[config.mk]
export PLATFORM = sky130hd
export DESIGN_NAME = jet_front
export DESIGN_NICKNAME = d
export VERILOG_FILES = /design/src/sv/jet_pkg.sv /design/src/sv/jet_front.sv
export SDC_FILE = /design/constraint.sdc
export NUM_CORES = 2
export LEC_CHECK = 0
export ABC_AREA = 1
export ABC_CLOCK_PERIOD_IN_PS = 11530
export BUFFER_PORTS_ARGS = -buffer_cell sky130_fd_sc_hd__clkbuf_2
export CAP_MARGIN = 5
export CORE_MARGIN = 2
export CORE_UTILIZATION = 27
export DETAILED_ROUTE_END_ITERATION = 10
export SLEW_MARGIN = 10
export SYNTH_ARGS = -nofsm -noshare
export SYNTH_HDL_FRONTEND = slang
export SYNTH_SLANG_ARGS = --single-unit
[constraint.sdc]
create_clock -name i_clk -period 11.53 [get_ports i_clk]
set_input_delay 0 -clock i_clk [delete_from_list [all_inputs] [get_ports i_clk]]
set_output_delay 0 -clock i_clk [all_outputs]
set_load 0.01 [all_outputs]
[src/sv/jet_pkg.sv]
`default_nettype none
package jet_pkg;

    localparam int DATA_W    = 32;
    localparam int STEP_W    = 29;
    localparam int PIX_W     = 10;
    localparam int ITER_W    = 10;
    localparam int WIDE_W    = 64;
    localparam int CFG_IDX_W = 3;

    localparam int IMAGE_WIDTH_DEF  = 1024;
    localparam int IMAGE_HEIGHT_DEF = 1024;
    localparam int FRAC_BITS_DEF    = 28;

    localparam int Q_DEPTH = 2;
    localparam int Q_PTR_W = (Q_DEPTH > 1) ? $clog2(Q_DEPTH) : 1;
    localparam int Q_CNT_W = $clog2(Q_DEPTH + 1);

    localparam logic [STEP_W-1:0] STEP_X_RST   = STEP_W'(786432);
    localparam logic [STEP_W-1:0] STEP_Y_RST   = STEP_W'(524288);
    localparam logic [ITER_W-1:0] MAX_ITER_RST = ITER_W'(256);

    typedef enum logic [CFG_IDX_W-1:0] {
        CFG_C_REAL   = 3'd0,
        CFG_C_IMAG   = 3'd1,
        CFG_OFFSET_X = 3'd2,
        CFG_OFFSET_Y = 3'd3,
        CFG_STEP_X   = 3'd4,
        CFG_STEP_Y   = 3'd5,
        CFG_MAX_ITER = 3'd6
    } t_cfg_idx;

    typedef struct packed {
        logic signed [DATA_W-1:0] c_real;
        logic signed [DATA_W-1:0] c_imag;
        logic signed [DATA_W-1:0] offset_x;
        logic signed [DATA_W-1:0] offset_y;
        logic [STEP_W-1:0]        step_x;
        logic [STEP_W-1:0]        step_y;
        logic [ITER_W-1:0]        max_iter;
    } t_cfg;

    // one mapped pixel waiting for the iteration engine
    typedef struct packed {
        logic [PIX_W-1:0]         px;
        logic [PIX_W-1:0]         py;
        logic signed [DATA_W-1:0] zr;
        logic signed [DATA_W-1:0] zi;
    } t_item;

    typedef enum logic [1:0] {
        BK_IDLE,
        BK_MUL,
        BK_EVAL
    } t_back_state;

    localparam logic signed [WIDE_W-1:0] SAT_MAX = 64'sh0000_0000_7FFF_FFFF;
    localparam logic signed [WIDE_W-1:0] SAT_MIN = 64'shFFFF_FFFF_8000_0000;

    function automatic logic signed [DATA_W-1:0] sat_data(input logic signed [WIDE_W-1:0] v);
        logic signed [DATA_W-1:0] res;
        if (v > SAT_MAX) begin
            res = SAT_MAX[DATA_W-1:0];
        end else if (v < SAT_MIN) begin
            res = SAT_MIN[DATA_W-1:0];
        end else begin
            res = v[DATA_W-1:0];
        end
        return res;
    endfunction

endpackage
`default_nettype wire

[src/sv/jet_front.sv]
`default_nettype none
module jet_front #(
    parameter int IMAGE_WIDTH  = jet_pkg::IMAGE_WIDTH_DEF,
    parameter int IMAGE_HEIGHT = jet_pkg::IMAGE_HEIGHT_DEF
) (
    input  wire logic                          i_clk,
    input  wire logic                          i_rst_n,
    input  wire logic                          i_start,
    input  wire logic [jet_pkg::PIX_W-1:0]     i_pixel_x,
    input  wire logic [jet_pkg::PIX_W-1:0]     i_pixel_y,
    input  wire jet_pkg::t_cfg                 i_cfg,
    input  wire logic [jet_pkg::Q_CNT_W-1:0]   i_q_count,
    output logic                               o_busy,
    output logic                               o_push,
    output jet_pkg::t_item                     o_item
);

    localparam int MAP_W = jet_pkg::PIX_W + 1 + jet_pkg::STEP_W + 1;
    localparam logic signed [jet_pkg::PIX_W:0] HALF_X = (jet_pkg::PIX_W + 1)'(IMAGE_WIDTH / 2);
    localparam logic signed [jet_pkg::PIX_W:0] HALF_Y = (jet_pkg::PIX_W + 1)'(IMAGE_HEIGHT / 2);

    logic                            r_vld;
    logic [jet_pkg::PIX_W-1:0]       r_px;
    logic [jet_pkg::PIX_W-1:0]       r_py;
    logic signed [MAP_W-1:0]         r_prod_x;
    logic signed [MAP_W-1:0]         r_prod_y;

    logic                            w_accept;
    logic signed [jet_pkg::PIX_W:0]  w_dx;
    logic signed [jet_pkg::PIX_W:0]  w_dy;
    logic signed [MAP_W-1:0]         w_prod_x;
    logic signed [MAP_W-1:0]         w_prod_y;
    logic signed [jet_pkg::WIDE_W-1:0] w_sum_x;
    logic signed [jet_pkg::WIDE_W-1:0] w_sum_y;

    // room must exist for the item in flight here plus the new one
    assign o_busy   = ({1'b0, i_q_count} + (jet_pkg::Q_CNT_W + 1)'(r_vld))
                      >= (jet_pkg::Q_CNT_W + 1)'(jet_pkg::Q_DEPTH);
    assign w_accept = i_start && !o_busy;

    assign w_dx     = $signed({1'b0, i_pixel_x}) - HALF_X;
    assign w_dy     = $signed({1'b0, i_pixel_y}) - HALF_Y;
    assign w_prod_x = w_dx * $signed({1'b0, i_cfg.step_x});
    assign w_prod_y = w_dy * $signed({1'b0, i_cfg.step_y});

    always_ff @(posedge i_clk) begin
        if (!i_rst_n) begin
            r_vld <= 1'b0;
        end else begin
            r_vld <= w_accept;
        end
        if (w_accept) begin
            r_px     <= i_pixel_x;
            r_py     <= i_pixel_y;
            r_prod_x <= w_prod_x;
            r_prod_y <= w_prod_y;
        end
    end

    assign w_sum_x = jet_pkg::WIDE_W'(r_prod_x) + jet_pkg::WIDE_W'(i_cfg.offset_x);
    assign w_sum_y = jet_pkg::WIDE_W'(r_prod_y) + jet_pkg::WIDE_W'(i_cfg.offset_y);

    assign o_push    = r_vld;
    assign o_item.px = r_px;
    assign o_item.py = r_py;
    assign o_item.zr = jet_pkg::sat_data(w_sum_x);
    assign o_item.zi = jet_pkg::sat_data(w_sum_y);

endmodule
`default_nettype wire

======== Word level (Yosys, flattened, before mapping) ========
Cells that the tools add are included.
storage, ports and cells
  register bits after elaboration ......... 103
  latch bits .............................. 0
  RAM bits ................................ 0
  ROM bits ................................ 0
  input port bits ......................... 221
  output and inout bits ................... 86
  memories kept ........................... 0
cells by class
  $add $sub $neg .......................... 5
  $mul .................................... 2
  divide/modulo/power cells ............... 0
  order comparisons ....................... 5
  eq/ne operators ......................... 0
  shift operators ......................... 0
  mux-type cells .......................... 4
  bitwise logic cells ..................... 0
  reductions and logical operators ........ 2
operator list
  cell                                                                                 number
  32-bit two-way mux                                                                   4
  41-bit by 32-bit adder with 42-bit output                                            2
  42-bit by 32-bit greater-than comparator with 1-bit output, second input constant    2
  42-bit by 32-bit < comparator with 1-bit output, second input constant               2
  11-bit by 30-bit multiplier with 41-bit output                                       2
  10-bit by 10-bit subtractor with 11-bit output, second input constant                2
  2-bit by 1-bit adder with 3-bit output                                               1
  3-bit by 2-bit greater-or-equal comparator with 1-bit output, second input constant  1
  1-bit logical AND                                                                    1
  1-bit zero test                                                                      1

======== Depth between registers and ports, before layout ========
  word-level depth ........................ 4
  mapped depth ............................ 28
  mapped depth without buffers ............ 26

======== Least setup slack after synthesis ========
Ideal clock, no wire load.
  kind .................................... register to register
  from .................................... register r_vld, in the netlist o_push
  to ...................................... register r_prod_x[0], enable pin
  library setup time ...................... 0.564 ns
  arrival time ............................ 4.818 ns
  setup slack ............................. 6.148 ns
  cell stages (with the launch flop) ...... 3
  path buffers ............................ 0
  clock period less this slack ............ 5.382 ns
  cell sequence ........................... dfxtp_1 > a21o_1 > nor2_1
between the ends
  word-level cells in the longest chain between the ends .. 4
ends and longest elaborated chain
  element                                                       line             RTL
  start: declaration                                            jet_front.sv:22  logic r_vld;
  start signal: assignment                                      jet_front.sv:50  r_vld <= w_accept;
  2-bit by 1-bit adder with 3-bit output                        jet_front.sv:37  assign o_busy = ({1'b0, i_q_count} + (jet_pkg::Q_CNT_W + 1)'(r_vld))
  3-bit by 2-bit greater-or-equal comparator with 1-bit output  jet_front.sv:38  >= (jet_pkg::Q_CNT_W + 1)'(jet_pkg::Q_DEPTH);
  via o_busy                                                    jet_front.sv:13  output logic o_busy,
  1-bit zero test                                               jet_front.sv:39  assign w_accept = i_start && !o_busy;
  1-bit logical AND                                             jet_front.sv:39
  via w_accept                                                  jet_front.sv:28  logic w_accept;
  end signal: assignment                                        jet_front.sv:55  r_prod_x <= w_prod_x;
  end: declaration                                              jet_front.sv:25  logic signed [MAP_W-1:0] r_prod_x;
The timed path passes the listed nets, and every way through them passes these cells.
A chain may end at the register's enable or synchronous reset.

======== Worst setup path after layout ========
  from .................................... input port i_pixel_x[9] in the netlist's numbering
  to ...................................... register r_prod_x[36], data pin
between the ends
  word-level cells in the longest chain between the ends .. 2
ends and longest elaborated chain
  element                                         line             RTL
  start: declaration                              jet_front.sv:9   input wire logic [jet_pkg::PIX_W-1:0] i_pixel_x,
  10-bit by 10-bit subtractor with 11-bit output  jet_front.sv:41  assign w_dx = $signed({1'b0, i_pixel_x}) - HALF_X;
  11-bit by 30-bit multiplier with 41-bit output  jet_front.sv:43  assign w_prod_x = w_dx * $signed({1'b0, i_cfg.step_x});
  via w_prod_x[36]                                jet_front.sv:31  logic signed [MAP_W-1:0] w_prod_x;
The timed path passes the listed nets, and every way through them passes these cells.

==> impl_metrics.json <==
{
  "status": "completed",
  "insertion_delay_ps": 430,
  "r2r_end": "r_py[4]$_DFFE_PP_",
  "peakVddDrop_mv": 0.176,
  "clkTransAtPathRegs_ps": 70,
  "dieHeight_um": 345,
  "wl_per_cell_um": 15.2,
  "synth_xor_area_share_pct": 3.60,
  "holdBufCountCts": 4,
  "synthAdderAreaFrac_pct": 43.0,
  "finalSetupTns_ps": 0,
  "layout_min_cycle_time_ps": 5530,
  "drive_gt1_share_pct": 6.94,
  "synth_compound_area_share_pct": 5.64,
  "cp-endpoint": "r_prod_x[36]$_DFFE_PP_",
  "core-area_um2": 116000,
  "drc": 0,
  "vias": 27000,
  "synthSimpleGateAreaFrac_pct": 23.1,
  "postSynthAreaPerCell_um2": 7.19,
  "syn-instance-count": 4359,
  "slew_viol_final": 0,
  "cts_resized": 0,
  "gp_congestion": 0.923,
  "syn_nets": 5364,
  "grt_max_degree": 55,
  "dr_wl_met2_um": 42700,
  "post_cts_buffers": 0,
  "reg2reg_depth": 4,
  "grt_overflow": 0,
  "rsz0062_at_grt": "false",
  "drtPass1Iterations": 7,
  "drt_wl_total_um": 91500,
  "port_buffers": 232,
  "whs_ps": 45.6,
  "setup_violations": 0,
  "synth_edf_count": 102,
  "synthFlopType": "edfxtp_1",
  "ys_ff_latch": 103,
  "fmax_mhz": 181,
  "total_leakage_power_nw": 19.1,
  "critPathLaunchType": "input port",
  "antenna_found_initial": 17,
  "drt_iter0_drc": 1268,
  "synthArstFlopShare_pct": 0,
  "cts_sinks": 103,
  "min_period_over_period_pct": 47.9,
  "chipWidth_um": 345,
  "worstSetupStartpoint": "i_pixel_x[9]",
  "min_path_type": "in2reg",
  "finalClockSkew_ps": 45.0,
  "cp-end-kind": "register",
  "reg2reg_setup_slack_ps": 9200,
  "ios": 307,
  "ys.warnings.count": 0,
  "wl_met3_um": 4230,
  "top_layer": "met5",
  "grt_first_pass_wirelength_um": 146000,
  "max-clock-path-buffers": 2,
  "dieArea_um2": 119000,
  "muxShareOfSynthArea_pct": 0,
  "dp_slack_ps": 5640,
  "antenna_left": 0,
  "root_buffer": "clkbuf_16",
  "critPathKind": "in2reg",
  "cts_tree": "done",
  "start_util_pct": 27.1,
  "via_per_inst": 4.49,
  "drt-met1-wl_um": 41800,
  "synthToLayoutAreaGrowth_pct": 9.22,
  "finalHoldViolCount": 0,
  "cp.required_ps": 11740,
  "grt_pass1_vias": 27400,
  "r2r_start": "o_push$_SDFF_PN0_",
  "syn_area_um2": 31300,
  "dp_hpwl_um": 78100,
  "worstMarginPinSlew_ps": 873,
  "fin_ws_ps": 6000,
  "grt.total_usage_pct": 15.5,
  "htree_levels": 3,
  "rows": 125,
  "finalPower_w": 0.0100,
  "maxCapViolations": 0,
  "powerDensity_nw_per_um2": 293,
  "cp.arrival_ps": 5740,
  "cts_made_buffers": 9,
  "synth.distinct_cells": 47,
  "slew_headroom_pct": 41.8,
  "crit_fanout": 51,
  "nNetsFinal": 5481,
  "synth_top_family_by_area": "adder cells",
  "ys_seq_area_share_pct": 9.83
}
-- power breakdown --
part	total, W	switching [W]	internal (W)
registers	0.000951	0.0000600	0.000891
logic	0.00874	0.00565	0.00309
clock network	0.000351	0.000159	0.000192
-- worst min path at each step --
stage / start / depth (start not counted) / end / slack (ps)
final: i_cfg[39] / 3 / r_prod_x[0]$_DFFE_PP_ / 50
after global routing: i_cfg[10] / 3 / r_prod_y[0]$_DFFE_PP_ / 120
after CTS: i_cfg[39] / 3 / r_prod_x[0]$_DFFE_PP_ / 7
after detailed placement: i_rst_n / 2 / o_push$_SDFF_PN0_ / 260
after global placement: i_rst_n / 2 / o_push$_SDFF_PN0_ / 250
after floorplan: i_pixel_x[0] / 0 / r_px[0]$_DFFE_PP_ / 100
-- logic make-up (layout without fill, tap and decap cells) --
logic type / Yosys count / in the layout
AO/OA/AOI/OAI: 317 / 317
XOR/XNOR: 129 / 129
adder cells (fa/ha/maj): 784 / 784
buffers and inverters: 1214 / 1336
flip-flops: 103 / 103
other: 0 / 7
AND/OR/NAND/NOR: 1812 / 1812
-- critical path, cell delays in order --
cell,delay (ps)
clkbuf_2,80
buf_4,450
clkinv_1,630
nand2_1,250
fa_1,460
fa_1,510
inv_1,60
fa_1,460
fa_1,490
inv_1,50
fa_1,480
inv_1,40
ha_1,350
nand2_1,100
o21ai_0,240
nand2_1,100
nand2_1,100
nand3_1,90
nand3_1,140
a31oi_1,130
o21ai_0,230
xor2_1,250
-- routing by layer --
metal / vias up / track usage (%)
met5: - / 0
met4: 22 / 5.13
met3: 133 / 1.87
met2: 612 / 25.9
met1: 13100 / 20.8
li1: 13100 / -
-- registers in the layout, summed over array words and instances, names as in the netlist --
register and cells:
r_prod_x 41, r_prod_y 41, r_px 10, r_py 10
o_push 1
-- cell usage after synthesis, drive strengths merged (2+ instances only) --
master | n | area (um^2)
a21oi | 167 | 836
o21a | 6 | 45.0
nor2 | 313 | 1200
o21bai | 18 | 135
nand3b | 2 | 27.5
xnor2 | 41 | 359
clkbuf | 112 | 420
inv | 1075 | 4040
nand2 | 1325 | 5020
o21ai | 71 | 355
and2 | 5 | 33.8
and3 | 3 | 18.8
clkinv | 3 | 11.3
xor2 | 88 | 771
nand4 | 11 | 68.8
or2 | 17 | 106
edfxtp | 102 | 3060
nor4 | 6 | 37.5
a21o | 13 | 97.6
nand3 | 116 | 646
nor3 | 13 | 70.1
o221ai | 5 | 43.8
a31oi | 24 | 150
buf | 24 | 191
fa | 488 | 9770
ha | 296 | 3700
o211ai | 6 | 45.0
-- final cells by class --
class	instances	area, um^2
fill	12700	81500
multi-input combinational	3042	23600
inverter	1078	4050
sequential	103	3080
tap	1524	1910
timing repair buffer	242	1250
clock buffer	10	229
clock inverter	6	93.8
antenna	7	17.5
-- metrics by stage --
step	cells	cell area, um^2	util, %
6_report	6012	34200	29.6
5_1_grt	6008	34200	29.6
4_1_cts	6005	34200	29.6
3_5_place_dp	5985	33900	29.3
3_3_place_gp	5985	33900	29.3
2_1_floorplan	4359	31300	-
-- cell usage in the layout (no fill, tap or decap), drive strengths merged, types with 11 or more instances in the layout --
cell / instances
nand2: 1325
inv: 1076
fa: 488
nor2: 313
ha: 296
clkbuf: 242
a21oi: 167
nand3: 116
edfxtp: 102
xor2: 88
o21ai: 71
xnor2: 41
a31oi: 24
o21bai: 18
or2: 17
a21o: 13
nor3: 13
nand4: 11
Power figures use the tool's default switching activity.
