**src/sv/jet_pkg.sv**
```systemverilog
`default_nettype none
package jet_pkg;

    localparam int DATA_W    = 32;
    localparam int STEP_W    = 29;
    localparam int PIX_W     = 10;
    localparam int ITER_W    = 10;
    localparam int WIDE_W    = 64;
    localparam int CFG_IDX_W = 3;

    localparam int IMAGE_WIDTH_DEF  = 1024;
    localparam int IMAGE_HEIGHT_DEF = 1024;
    localparam int FRAC_BITS_DEF    = 28;

    localparam int Q_DEPTH = 2;
    localparam int Q_PTR_W = (Q_DEPTH > 1) ? $clog2(Q_DEPTH) : 1;
    localparam int Q_CNT_W = $clog2(Q_DEPTH + 1);

    localparam logic [STEP_W-1:0] STEP_X_RST   = STEP_W'(786432);
    localparam logic [STEP_W-1:0] STEP_Y_RST   = STEP_W'(524288);
    localparam logic [ITER_W-1:0] MAX_ITER_RST = ITER_W'(256);

    typedef enum logic [CFG_IDX_W-1:0] {
        CFG_C_REAL   = 3'd0,
        CFG_C_IMAG   = 3'd1,
        CFG_OFFSET_X = 3'd2,
        CFG_OFFSET_Y = 3'd3,
        CFG_STEP_X   = 3'd4,
        CFG_STEP_Y   = 3'd5,
        CFG_MAX_ITER = 3'd6
    } t_cfg_idx;

    typedef struct packed {
        logic signed [DATA_W-1:0] c_real;
        logic signed [DATA_W-1:0] c_imag;
        logic signed [DATA_W-1:0] offset_x;
        logic signed [DATA_W-1:0] offset_y;
        logic [STEP_W-1:0]        step_x;
        logic [STEP_W-1:0]        step_y;
        logic [ITER_W-1:0]        max_iter;
    } t_cfg;

    // one mapped pixel waiting for the iteration engine
    typedef struct packed {
        logic [PIX_W-1:0]         px;
        logic [PIX_W-1:0]         py;
        logic signed [DATA_W-1:0] zr;
        logic signed [DATA_W-1:0] zi;
    } t_item;

    typedef enum logic [1:0] {
        BK_IDLE,
        BK_MUL,
        BK_EVAL
    } t_back_state;

    localparam logic signed [WIDE_W-1:0] SAT_MAX = 64'sh0000_0000_7FFF_FFFF;
    localparam logic signed [WIDE_W-1:0] SAT_MIN = 64'shFFFF_FFFF_8000_0000;

    function automatic logic signed [DATA_W-1:0] sat_data(input logic signed [WIDE_W-1:0] v);
        logic signed [DATA_W-1:0] res;
        if (v > SAT_MAX) begin
            res = SAT_MAX[DATA_W-1:0];
        end else if (v < SAT_MIN) begin
            res = SAT_MIN[DATA_W-1:0];
        end else begin
            res = v[DATA_W-1:0];
        end
        return res;
    endfunction

endpackage
`default_nettype wire

```
**src/sv/jet_queue.sv**
```systemverilog
`default_nettype none
module jet_queue (
    input  wire logic                        i_clk,
    input  wire logic                        i_rst_n,
    input  wire logic                        i_push,
    input  wire jet_pkg::t_item              i_item,
    input  wire logic                        i_pop,
    output jet_pkg::t_item                   o_item,
    output logic                             o_empty,
    output logic [jet_pkg::Q_CNT_W-1:0]      o_count
);

    localparam logic [jet_pkg::Q_PTR_W-1:0] LAST = jet_pkg::Q_PTR_W'(jet_pkg::Q_DEPTH - 1);

    jet_pkg::t_item                  r_mem [jet_pkg::Q_DEPTH];
    logic [jet_pkg::Q_PTR_W-1:0]     r_wr_ptr;
    logic [jet_pkg::Q_PTR_W-1:0]     r_rd_ptr;
    logic [jet_pkg::Q_CNT_W-1:0]     r_count;

    always_ff @(posedge i_clk) begin
        if (!i_rst_n) begin
            r_wr_ptr <= '0;
            r_rd_ptr <= '0;
            r_count  <= '0;
        end else begin
            if (i_push) begin
                r_wr_ptr <= (r_wr_ptr == LAST) ? '0 : r_wr_ptr + 1'b1;
            end
            if (i_pop) begin
                r_rd_ptr <= (r_rd_ptr == LAST) ? '0 : r_rd_ptr + 1'b1;
            end
            if (i_push && !i_pop) begin
                r_count <= r_count + 1'b1;
            end else if (!i_push && i_pop) begin
                r_count <= r_count - 1'b1;
            end
        end
        if (i_push) begin
            r_mem[r_wr_ptr] <= i_item;
        end
    end

    assign o_item  = r_mem[r_rd_ptr];
    assign o_empty = (r_count == '0);
    assign o_count = r_count;

endmodule
`default_nettype wire

```
**config.mk**
```make
export PLATFORM = sky130hd
export DESIGN_NAME = jet_queue
export DESIGN_NICKNAME = d
export VERILOG_FILES = /design/src/sv/jet_pkg.sv /design/src/sv/jet_queue.sv
export SDC_FILE = /design/constraint.sdc
export NUM_CORES = 1
export LEC_CHECK = 0
export BUFFER_PORTS_ARGS = -buffer_cell sky130_fd_sc_hd__buf_2
export CORE_MARGIN = 8
export CORE_UTILIZATION = 56
export DETAILED_ROUTE_END_ITERATION = 16
export HOLD_SLACK_MARGIN = 0.15
export PLACE_DENSITY = 0.81
export SLEW_MARGIN = 10
export SYNTH_ARGS = -nofsm -noshare
export SYNTH_HDL_FRONTEND = slang
export SYNTH_SLANG_ARGS = --single-unit
export TNS_END_PERCENT = 20
```
**constraint.sdc**
```tcl
create_clock -name i_clk -period 7.9 [get_ports i_clk]
set_input_delay 0.395 -clock i_clk [delete_from_list [all_inputs] [get_ports i_clk]]
set_output_delay 0.395 -clock i_clk [all_outputs]
set_load 0.02 [all_outputs]
```
* After elaboration in Yosys (flattened, before gate mapping)
Memories as Yosys holds them, arrays and structs flattened. A register that Yosys moved wholly into a read port is not among the register bits. Cells that the tools add are included.
Cells by class: add/subtract/negate cells 4, muxes and demuxes 8, reduce and logical (&&, ||, !) cells 6
Operators with widths (number):
- two-way mux 1 bit | 6
- two-way mux 2 bit | 2
- adder 1 bit (second input constant) | 2
- adder 2 x 1 -> 2 bit (second input constant) | 1
- logical AND 1 bit | 2
- logical NOT 1 bit | 2
- logical NOT 2 bit | 1
- nonzero test 2 bit | 1
- subtractor 2 x 1 -> 2 bit (second input constant) | 1
Word-level totals: flip-flop bits (word level) 4, RAM bits 168, input port bits 88, output and inout bits 87, word-level logic and storage cells 22, memories 1
Memory list:
- r_mem | words 2, width 84, rd ports 1, clocked after Yosys merged registers in 1, wr ports 1, line jet_queue.sv:15 | jet_pkg::t_item r_mem [jet_pkg::Q_DEPTH];

* Logic depth before layout (Yosys ltp)
Gate-level depths: netlist of the first run.
word-level depth 4, depth in mapped cells 5, depth with buffers taken out 5

* Worst setup path after synthesis of the first run
Ideal clock, no wire load.
kind in2reg, from in i_push, to mem r_mem[0][0] in the netlist's numbering, enable pin, setup time 538 ps, data arrival time 4095 ps, required time 7362 ps, setup slack 3268 ps, cell stages on the path 1, buffers on the path 0, cell sequence nor2b_1
On the way: cells in the longest elaborated chain, start to end 2
RTL lines:
- start, declared | line jet_queue.sv:5 | input wire logic i_push,
- two-way mux 1 bit | line jet_queue.sv:38 | if (i_push) begin
- two-way mux 1 bit (not written as such) | line jet_queue.sv:39 | r_mem[r_wr_ptr] <= i_item;
- end, declared | line jet_queue.sv:15
Every way passes these cells.

==> impl_metrics.yaml, run 1 <==
global_routing:
  grt_pass1_vias: 3492
  antenna_found_initial: 0
  gr-total-overflow: 0
  grt_pass1_wl_um: 18000
  grt_max_degree: 85
  grtUsageTotal_pct: 16.0
clock_network:
  root_buffer: "clkbuf_16"
  cts_buffers: 17
  worstSkewPairLatency_ns: 0.42
  ctsResizeCount: 0
  cts.clk_slew.worst_paths_ns: 0.07
  clockBufferDepth: 2
  holdBufCountCts: 8
  cts.sinks: 173
  postCtsSetupBuffers: 0
  cts_tree: "built"
  cts_htree_levels: 4
worst_setup_path:
  crit_path_end_kind: "output pin"
  slowest_stage: "buf_4"
  max_stage_delay_ns: 0.77
  worstSetupPathType: "reg2out"
  worstPathBufferInverterCount: 2
  cp_data_arrival_time_ns: 2.52
  crit_family: "buffers and inverters"
  start_kind: "flip-flop"
  required_ns: 7.51
  cp_cell_sequence: "buf_4, mux2_2, buf_2"
  crit_path_max_fanout: 49
layout:
  fin_nets: 566
  diodes: 0
  layout_common_cells: "buf_2 (174), edfxtp_1 (168), mux2_4 (60)"
  layout_commonest_cell: "buf_2"
  drive_above_1_share_pct: 59.1
  finish.cell_count_without_fillers: 632
  syn_to_final_growth_pct: 26.2
  utilization_pct: 72.3
detailed_routing:
  wl_per_cell_um: 19.5
  avgViaCountPerCell: 5.15
  dr.pass1.iters: 4
  dr_total_vias: 3255
  drc: 0
  routed_wl_um: 12300
  ant_nets: 0
  initialDrtViolationCount: 203
sta:
  slew_headroom_pct: 23.8
  period_minus_slack_ns: 2.91
  period_share_pct: 36.9
  finalHoldViolations: 0
  slew_violations: 0
  finalSetupViolCount: 0
  fin_skew_ns: 0.0201
  max_freq_ghz: 0.343
  final.setup.tns_ns: 0
  rsz0062_at_grt: "false"
  setup_ws_ns: 4.99
  tightestPinTransition_ns: 1.14
synth:
  synth.distinct_cells: 18
  synth_nets: 371
  seq_area_frac_synth_pct: 79.0
  ys_warn_count: 0
  synth_seq_cells: 173
  syn_area_mm2: 0.00651
  syn_avg_cell_area_um2: 23.1
  netlist_instances: 282
placed_design:
  gp_congestion: 0.679
  dp_cells: 592
  place_ws_ns: 5.36
  portBuffers: 174
  place_hpwl_um: 8440
min_path:
  hold_class: "in2reg"
die:
  fp.dieH_um: 124
  fp.dieW_um: 124
  num_rows: 39
  die_area_mm2: 0.0153
  core_mm2: 0.0114
  io_pins: 175
  initial_utilization_pct: 57.3
power:
  p_leak_uw: 0.00325
  power_uw: 2220
  ir_drop_mv: 0.145
  power.density_mw_per_mm2: 270
run:
  drv_cap: 0
outcome:
  outcome: "complete, no violations"
cell usage after synthesis:
| cell | instances | area share (%) |
|---|---|---|
| buf_6 | 6 | 1.0 |
| nor2b_1 | 2 | 0.19 |
| ha_1 | 1 | 0.19 |
| or3_1 | 1 | 0.096 |
| mux2_2 | 24 | 4.2 |
| xor2_1 | 2 | 0.27 |
| edfxtp_1 | 168 | 77 |
| and2_1 | 4 | 0.38 |
| o21a_1 | 1 | 0.12 |
| xnor2_1 | 1 | 0.13 |
| inv_1 | 1 | 0.058 |
| mux2_4 | 60 | 14 |
| buf_2 | 2 | 0.15 |
| nor2_1 | 1 | 0.058 |
| a21boi_1 | 1 | 0.12 |
| o21ai_0 | 1 | 0.077 |
| dfxtp_1 | 5 | 1.5 |
| buf_4 | 1 | 0.12 |
cell families after synthesis:
group / after synthesis / share of synthesized area [%]
DFF: 173 / 79.0
adders and majority gates: 1 / 0.192
buffers and inverters: 10 / 1.36
and+or+nand+nor: 8 / 0.730
AOI/OAI and AO/OA: 3 / 0.307
xor gates and xnor gates: 3 / 0.404
muxes: 84 / 18.0
layout make-up:
type	count	area [µm²]
multi-input cells	99	1290
well taps	143	179
repair buffers	185	976
fillers	712	3150
clock inverters	13	196
inverters	1	3.75
flip-flops and latches	173	5150
clock buffers	18	429
registers in the layout, indices dropped and copies added (netlist names), named ones only:
name and count:
o_count 2, r_wr_ptr 1, r_rd_ptr 1, r_mem 168
per-layer routing:
metal,track usage (%),vias up,share of wire (%)
met2,27.5,134,52
met3,5.94,12,9.4
met4,6.09,0,0.94
met5,0,-,0
met1,17.9,1603,38
li1,-,1506,-
worst reg2reg max path, delay by kind of cell, from the launching register on:
family | cells | cell delay (ns)
flip-flops | 1 | 0.34
buffers and inverters | 1 | 0.68
AND/OR/NAND/NOR | 1 | 0.84
metrics by stage:
| stage | cell area, µm² | hold slack [ns] |
|---|---|---|
| 3_5_place_dp | 7500 | 0.515 |
| 6_report | 8220 | 0.165 |
| 5_1_grt | 8220 | 0.152 |
| 2_1_floorplan | 6510 | 0.494 |
| 4_1_cts | 8210 | 0.150 |
| 3_3_place_gp | 7500 | 0.480 |
where the power goes:
part           internal, µW  switching [µW]
logic                   119             142
registers              1060            21.4
clock network           556             320
total                  1740             483
final timing paths:
path / startpoint / endpoint / slack, ns / depth (start not counted)
max: flip-flop / o_item[71] / 4.99 / 3
min reg2reg: o_count[1] / o_count[1] / 0.53 / 2
min: i_item[3] / r_mem[1][3] / 0.16 / 1
max reg2reg: r_wr_ptr / r_mem[0][8] / 5.63 / 2
No activity file was read; power rests on OpenSTA's default activity.
==> inputs of run 2 (changes only) <==
- ABC_AREA: default -> 1
- CORE_UTILIZATION: 56 -> 47
- PLACE_DENSITY: 0.81 -> 0.72
- clock period: 7.9 -> 2.65 ns (I/O delays scaled with it)
==> impl_metrics.yaml, run 2 <==
die:
  core_mm2: 0.0137
  fp.dieH_um: 134
  fp.dieW_um: 134
  num_rows: 43
  die_area_mm2: 0.0179
  initial_utilization_pct: 47.6
  io_pins: 175
layout:
  fin_nets: 661
  regMostFlops: "r_mem"
  drive_above_1_share_pct: 50.6
  layout_common_cells: "buf_2 (174), edfxtp_1 (168), dlygate4sd3_1 (87)"
  diodes: 0
  utilization_pct: 66.2
  syn_to_final_growth_pct: 39.2
  layout_commonest_cell: "buf_2"
  largest_reg_flops: 168
worst_setup_path:
  required_ns: 2.52
  worstSetupPathType: "reg2out"
  slowest_stage: "dfxtp_4"
  start_kind: "flip-flop"
  cp_data_arrival_time_ns: 1.89
  cp_cell_sequence: "buf_12, mux2_2, buf_2"
  crit_path_max_fanout: 39
  max_stage_delay_ns: 0.57
  crit_path_end_kind: "output pin"
synth:
  syn_area_mm2: 0.00653
  synth-edff-count: 168
  async_reset_ff_share_pct: 0
  seq_area_frac_synth_pct: 78.8
  synth_top_area_cell: "edfxtp_1"
  synthMostInstantiatedCell: "edfxtp_1"
  syn_avg_cell_area_um2: 22.1
  synth_nets: 384
  ys.flop_type: "edfxtp_1"
  synth_seq_cells: 173
  netlist_top_cells_count: "edfxtp_1 (168), mux2_4 (60), mux2_2 (24)"
  ys_warn_count: 0
  synth.distinct_cells: 14
  yosys-top-cells-area: "edfxtp_1 (77%), mux2_4 (14%), mux2_2 (4.1%)"
  netlist.area_leader.share_pct: 77.3
  netlist_instances: 295
sta:
  max_freq_ghz: 0.493
  rsz0062_at_grt: "false"
  period_minus_slack_ns: 2.03
  finalHoldViolations: 0
  slew_headroom_pct: 54.9
  final.setup.tns_ns: 0
  finalSetupViolCount: 0
  period_share_pct: 76.5
  tightestPinTransition_ns: 0.676
  fin_skew_ns: 0.00646
  slew_violations: 0
placed_design:
  gp_congestion: 0.699
  portBuffers: 174
  place_hpwl_um: 8460
detailed_routing:
  wl_met3_um: 847
  initialDrtViolationCount: 212
  ant_nets: 0
  drc: 0
  dr.max_layer_used: "met4"
  wl_met1_um: 5060
  dr.pass1.iters: 4
  dr_total_vias: 3587
  avgViaCountPerCell: 4.69
  routed_wl_um: 13200
  met2_length_um: 7080
  wl_per_cell_um: 17.3
clock_network:
  root_buffer: "clkbuf_16"
  holdBufCountCts: 87
  cts.clk_slew.worst_paths_ns: 0.06
  worstSkewPairLatency_ns: 0.42
  cts_htree_levels: 4
  clockBufferDepth: 2
  ctsResizeCount: 0
  cts.sinks: 173
  cts_buffers: 17
  cts_tree: "built"
  postCtsSetupBuffers: 0
global_routing:
  grt_pass1_wl_um: 20700
  gr-total-overflow: 0
  grt_max_degree: 50
  antenna_found_initial: 0
  grt_pass1_vias: 4016
  grtUsageTotal_pct: 15.1
power:
  pwr-share-clk_pct: 38.0
  ir_drop_mv: 0.427
  power.density_mw_per_mm2: 714
  p_leak_uw: 0.00362
  pwr-share-seq_pct: 49.6
  power.share.switching_pct: 22.3
  pwr-share-comb_pct: 12.4
  intPower_uw: 5030
  power_switching_uw: 1450
min_path:
  hold_class: "in2reg"
outcome:
  outcome: "complete, no violations"
run:
  drv_cap: 0
## run 2: final cells by class
class,count,area (µm²)
clock buffers,17,425
clock inverters,15,170
fillers,893,4630
inverters,8,31.3
multi-input cells,105,1270
flip-flops and latches,173,5150
well taps,180,225
repair buffers,267,1810
## run 2: metrics by stage
step           total power [µW]  instances  area [µm²]  setup WS [ns]  hold WS [ns]
5_1_grt                    6700        765        9080          0.541         0.414
4_1_cts                    6540        765        9080          0.604         0.413
6_report                   6480        765        9080          0.623         0.431
3_5_place_dp               3980        646        7620           1.06         0.324
2_1_floorplan              3730        295        6540          0.118         0.231
3_3_place_gp               3960        646        7620           1.07         0.321
## run 2: critical path: cells and delay by family, from the launching register on
kind / cells / cell delay (ns)
mux: 1 / 0.37
buf+inv: 2 / 0.49
flops: 1 / 0.57
## run 2: kinds of logic after synthesis
| logic type | count (synthesis) | synth area share (%) |
|---|---|---|
| fa+ha+maj | 1 | 0.192 |
| compound gates | 2 | 0.153 |
| buf+inv | 17 | 1.82 |
| flops | 173 | 78.8 |
| mux | 84 | 17.9 |
| simple gates | 18 | 1.09 |
## run 2: final timing paths
path	depth (start not counted)	slack, ns	end	start
max	3	0.62	o_item[65]	flip-flop
min	2	0.43	r_mem[1][79]	i_item[79]
max reg2reg	3	1.15	r_mem[1][18]	r_wr_ptr
min reg2reg	2	0.50	r_rd_ptr	r_rd_ptr
## run 2: routing by layer
metal | up-vias | GRT usage, %
li1 | 1710 | -
met1 | 1745 | 15.9
met2 | 117 | 26.9
met3 | 15 | 5.09
met4 | 0 | 6.61
met5 | - | 0
## run 2: power by group through the flow
| stage | Clock (µW) | Combinational, µW | Sequential (µW) |
|---|---|---|---|
| after floorplan | 0 | 468 | 3260 |
| after global placement | 0 | 700 | 3260 |
| after detailed placement | 0 | 710 | 3270 |
| after CTS | 2510 | 814 | 3220 |
| after global routing | 2620 | 862 | 3230 |
| final | 2460 | 806 | 3220 |
